==> config.mk <==
export PLATFORM = sky130hd
export DESIGN_NAME = sis_cell
export DESIGN_NICKNAME = d
export VERILOG_FILES = /design/src/sv/stable_index_sort_macros.svh /design/src/sv/sis_pkg.sv /design/src/sv/sis_cell.sv
export SDC_FILE = /design/constraint.sdc
export NUM_CORES = 1
export LEC_CHECK = 0
export BUFFER_PORTS_ARGS = -buffer_cell sky130_fd_sc_hd__clkbuf_2
export CELL_PAD_IN_SITES_DETAIL_PLACEMENT = 1
export CELL_PAD_IN_SITES_GLOBAL_PLACEMENT = 1
export CORE_MARGIN = 2
export CORE_UTILIZATION = 32
export DETAILED_ROUTE_END_ITERATION = 8
export PLACE_DENSITY_LB_ADDON = 0.1
export SYNTH_ARGS = -nofsm -noshare
export SYNTH_HDL_FRONTEND = slang
export SYNTH_SLANG_ARGS = --single-unit
export TNS_END_PERCENT = 100
==> constraint.sdc <==
create_clock -name clk -period 3.67 [get_ports clk]
set_clock_uncertainty 0.15 [all_clocks]
set_input_delay 0.734 -clock clk [delete_from_list [all_inputs] [get_ports clk]]
set_output_delay 0.734 -clock clk [all_outputs]
set_load 0.1 [all_outputs]
==> src/sv/stable_index_sort_macros.svh <==
// Assertion macros for the stable index sort block.
// Expects clk and arst_n in the scope of each use.
`ifndef STABLE_INDEX_SORT_MACROS_SVH
`define STABLE_INDEX_SORT_MACROS_SVH

`ifndef SYNTHESIS
// Plain invariant, checked at every edge outside reset.
`define SIS_ASSERT(lbl, cond) \
	lbl: assert property (@(posedge clk) disable iff (!arst_n) (cond)) \
		else $error("stable_index_sort: invariant violated");
// Same-cycle implication.
`define SIS_ASSERT_IMP(lbl, ante, cons) \
	lbl: assert property (@(posedge clk) disable iff (!arst_n) (ante) |-> (cons)) \
		else $error("stable_index_sort: implication violated");
// Next-cycle implication.
`define SIS_ASSERT_NXT(lbl, ante, cons) \
	lbl: assert property (@(posedge clk) disable iff (!arst_n) (ante) |=> (cons)) \
		else $error("stable_index_sort: next-cycle check violated");
`else
`define SIS_ASSERT(lbl, cond)
`define SIS_ASSERT_IMP(lbl, ante, cons)
`define SIS_ASSERT_NXT(lbl, ante, cons)
`endif

`endif

==> src/sv/sis_pkg.sv <==
// Shared constants, codes, cell control type and key ordering functions
// for the stable index sort block. No dependencies.
package sis_pkg;

	localparam int SIS_MAX_ROWS = 1024;
	localparam int KEY_W        = 32;
	localparam int ROW_OUT_W    = 10;
	localparam int FMT_W        = 3;
	localparam int CFG_ADDR_W   = 3;
	localparam int CFG_DATA_W   = 32;

	// key formats
	localparam logic [FMT_W-1:0] FMT_S16 = 3'd0;
	localparam logic [FMT_W-1:0] FMT_U16 = 3'd1;
	localparam logic [FMT_W-1:0] FMT_S32 = 3'd2;
	localparam logic [FMT_W-1:0] FMT_U32 = 3'd3;
	localparam logic [FMT_W-1:0] FMT_U8  = 3'd4;

	localparam logic [FMT_W-1:0] FMT_RESET = FMT_S32;
	localparam logic             ASC_RESET = 1'b1;

	// register index, taken from paddr[2]
	localparam logic REG_KEY_FORMAT = 1'b0;
	localparam logic REG_ASCENDING  = 1'b1;

	// command kinds
	localparam logic KIND_LOAD = 1'b0;
	localparam logic KIND_READ = 1'b1;

	typedef struct packed {
		logic clear;
		logic insert;
		logic shift;
	} cell_ctl_t;

	// Map a raw key to an unsigned value that orders as the key does.
	function automatic logic [KEY_W-1:0] order_value(input logic [KEY_W-1:0] k,
			input logic [FMT_W-1:0] fmt);
		logic [KEY_W-1:0] v;
		case (fmt)
			FMT_S16: v = {16'h0000, k[15:0] ^ 16'h8000};
			FMT_U16: v = {16'h0000, k[15:0]};
			FMT_S32: v = k ^ 32'h8000_0000;
			FMT_U8:  v = {24'h000000, k[7:0]};
			default: v = k;
		endcase
		return v;
	endfunction

	// Recover the masked raw key from its order value.
	function automatic logic [KEY_W-1:0] key_of_order(input logic [KEY_W-1:0] v,
			input logic [FMT_W-1:0] fmt);
		logic [KEY_W-1:0] k;
		case (fmt)
			FMT_S16: k = v ^ 32'h0000_8000;
			FMT_S32: k = v ^ 32'h8000_0000;
			default: k = v;
		endcase
		return k;
	endfunction

endpackage

==> src/sv/sis_cell.sv <==
// One cell of the insertion chain: holds an order value and its row.
// Depends on sis_pkg.
module sis_cell #(
	parameter int ROW_W = 10
) (
	input  logic                     clk,
	input  logic                     arst_n,
	input  sis_pkg::cell_ctl_t       ctl,
	input  logic [sis_pkg::KEY_W-1:0] new_ov,
	input  logic [ROW_W-1:0]         new_row,
	input  logic                     prev_gt,
	input  logic                     prev_valid,
	input  logic [sis_pkg::KEY_W-1:0] prev_ov,
	input  logic [ROW_W-1:0]         prev_row,
	input  logic                     next_valid,
	input  logic [sis_pkg::KEY_W-1:0] next_ov,
	input  logic [ROW_W-1:0]         next_row,
	output logic                     valid,
	output logic [sis_pkg::KEY_W-1:0] ov,
	output logic [ROW_W-1:0]         row,
	output logic                     gt
);
	import sis_pkg::*;

	logic             valid_q;
	logic [KEY_W-1:0] ov_q;
	logic [ROW_W-1:0] row_q;

	// strictly greater keeps equal keys ahead of the newcomer
	assign gt    = !valid_q || (ov_q > new_ov);
	assign valid = valid_q;
	assign ov    = ov_q;
	assign row   = row_q;

	always_ff @(posedge clk or negedge arst_n) begin
		if (!arst_n) begin
			valid_q <= 1'b0;
		end else if (ctl.clear) begin
			valid_q <= 1'b0;
		end else if (ctl.insert) begin
			if (prev_gt) begin
				valid_q <= prev_valid;
			end else if (gt) begin
				valid_q <= 1'b1;
			end
		end else if (ctl.shift) begin
			valid_q <= next_valid;
		end
	end

	always_ff @(posedge clk) begin
		if (ctl.insert) begin
			// take the left neighbour when the newcomer lands further left
			if (prev_gt) begin
				ov_q  <= prev_ov;
				row_q <= prev_row;
			end else if (gt) begin
				ov_q  <= new_ov;
				row_q <= new_row;
			end
		end else if (ctl.shift) begin
			ov_q  <= next_ov;
			row_q <= next_row;
		end
	end

endmodule

==> results.yml <==
power_and_ir_drop:
  finalPower_mw: 1.76
  p_leak_nw: 2.18
  p_per_area_mw_per_mm2: 420
  peakVddDrop_uv: 181
flow_run:
  cap_violations: 0
cts:
  cts-root-buf: "clkbuf_8"
  cts_tree: "done"
  cts_resized: 0
  post_cts_buffers: 0
  cts_buffers: 5
  cts_max_path_buffers: 2
  clk_latency_ns: 0.30
  cts_num_sinks: 43
  clkSlewWorstSetupHoldPaths_ns: 0.09
  h-tree-depth: 2
  cts_hold_buffers: 0
finish:
  multi_input_area_mm2: 0.00157
  fin_nets: 645
  drive_above_1_share_pct: 41.5
  final_common_cell: "clkbuf_2"
  final_cell_mix: "176 x clkbuf_2, 53 x a21oi_1, 45 x nor2_1, 42 x mux2i_1, 42 x edfxtp_1"
  final_util_pct: 45.3
  nFillCells: 1164
  syn2layout_area_growth_pct: 37.1
  n_antenna_cell: 0
  register_area_mm2: 0.00129
logic_synthesis:
  ys_seq_elements: 43
  synth-xor-area-share_pct: 0
  synth_compound_area_share_pct: 12.6
  async_flop_share_pct: 2.33
  synth_nets: 471
  synth_edf_count: 42
  synthAdderAreaFrac_pct: 13.1
  muxShareOfSynthArea_pct: 14.1
  syn_area_mm2: 0.00307
  synth_top_family_by_area: "multiplexers"
  yosys.cell_types.count: 36
  syn_avg_cell_area_um2: 10.1
  yosys_warnings: 0
  ys_seq_area_share_pct: 42.0
  synthCells: 305
  ys_dominant_reg_cell: "edfxtp_1"
  yosys.area_share.simple_pct: 11.3
route:
  drt-initial-drc-count: 40
  routedWlPerCell_um: 14.4
  drc_errors: 0
  first_pass_iters: 4
  dr_total_vias: 2898
  postRouteAntennaNets: 0
  routed_via_density: 4.76
  finalWirelength_um: 8790
floorplanning:
  die_area_mm2: 0.0104
  die_w_um: 102
  die_h_um: 102
  ios: 178
  num_rows: 35
  start_util_pct: 33.0
  core_mm2: 0.00928
setup_path:
  critPathKind: "input pin to output pin"
  crit_path_max_fanout: 3
  reg2reg_depth: 7
  critPathLaunch: "new_ov[23]"
  cp-end-kind: "output pin"
  worstSetupStartpointType: "input pin"
  rr_startpoint: "ov[25]$_DFFE_PP_"
  crit_end: "gt"
  r2r-end: "row[0]$_DFFE_PP_"
  reg2reg_slack_ns: 0.99
  worstPathArrival_ns: 2.59
  critPathRequiredTime_ns: 2.79
grt:
  grt_max_degree: 65
  gr-usage-all-layers_pct: 16.9
  grt_pass1_vias: 2911
  grt_antenna_before_repair: 0
  gr-total-overflow: 0
  grt_pass1_wl_um: 13800
sta:
  period_minus_slack_ns: 3.48
  finalSetupViolCount: 0
  clock.fmax_ghz: 0.288
  period_share_pct: 94.7
  hold_viol: 0
  slew_viol_final: 0
  tightest_slew_ns: 0.768
  holdWs_ns: 0.0442
  tns_ns: 0
  rsz0062_at_grt: "no"
  maxSlewHeadroom_pct: 48.8
placed_design:
  dpl.hpwl_um: 7170
  io_buffer_count: 177
  gp_congestion: 0.726
worst_hold_path:
  hold_class: "input pin to asynchronous set/reset pin"
status:
  outcome: "finished clean"
## metrics by stage
step | worst slack [ns] | cells | instance area (um^2)
3_3_place_gp | 0.297 | 601 | 4100
6_report | 0.194 | 609 | 4200
2_1_floorplan | -0.168 | 305 | 3070
5_1_grt | 0.128 | 609 | 4200
4_1_cts | 0.215 | 609 | 4200
3_5_place_dp | 0.219 | 601 | 4100
## worst max-delay path, cell delays in order
cell,delay [ns]
clkbuf_2,0.09
inv_1,0.04
ha_1,0.31
nand4_1,0.17
or4_1,0.54
o22ai_1,0.15
a32o_2,0.19
nand3_1,0.14
buf_12,0.22
## kinds of logic (layout without fill, tap and decap cells)
| logic type | after synthesis | after routing |
|---|---|---|
| AND/OR/NAND/NOR | 71 | 71 |
| buffers and inverters | 48 | 223 |
| AO/OA/AOI/OAI | 68 | 68 |
| multiplexers | 43 | 43 |
| flip-flops | 43 | 43 |
| adder cells (fa/ha/maj) | 32 | 32 |
## final cells by class
class	instances	area share, %
inverter	33	2.95
timing repair buffer	182	22.6
sequential	43	30.6
clock buffer	5	1.64
tap	129	3.84
multi-input combinational	214	37.4
clock inverter	3	0.923
## worst min-delay path by stage
stage / start / end / slack (ns) / cells after the start
5_1_grt: arst_n / valid$_DFFE_PN0P_ / 0.03 / 1
2_1_floorplan: arst_n / valid$_DFFE_PN0P_ / 0.29 / 0
4_1_cts: arst_n / valid$_DFFE_PN0P_ / 0.03 / 1
3_5_place_dp: arst_n / valid$_DFFE_PN0P_ / 0.36 / 1
3_3_place_gp: arst_n / valid$_DFFE_PN0P_ / 0.36 / 1
6_report: arst_n / valid$_DFFE_PN0P_ / 0.04 / 1
## sequential cells by signal, indices dropped and copies added, names as in the netlist
name,count
row,10
valid,1
ov,32
## report_power, final
group / leakage [nW] / internal [mW] / switching (mW)
sequential: 0.429 / 0.604 / 0.0248
combinational: 1.70 / 0.193 / 0.565
clock: 0.0556 / 0.200 / 0.177
total: 2.18 / 0.997 / 0.767
## cell usage after synthesis (2+ instances only)
master    instances  area share (%)
o22ai_1           2            0.41
nand2_1           5            0.61
clkbuf_8          2            0.90
a21oi_1          53             8.7
nand4_1           5             1.0
and4_4            3             1.1
ha_1             32              13
buf_2             4            0.65
edfxtp_1         42              41
mux2i_1          42              14
nor2_1           45             5.5
o21ai_0           4            0.65
clkbuf_1          8            0.98
inv_1            33             4.0
nand3_1           4            0.65
## layer usage
| metal | up-vias | wire, um | track usage [%] |
|---|---|---|---|
| li1 | 1458 | - | - |
| met1 | 1329 | 3660 | 20.5 |
| met2 | 105 | 4350 | 29.7 |
| met3 | 6 | 722 | 5.13 |
| met4 | 0 | 58 | 3.38 |
| met5 | - | 0 | 0 |
Note: power is estimated with default switching activity, not from simulation.
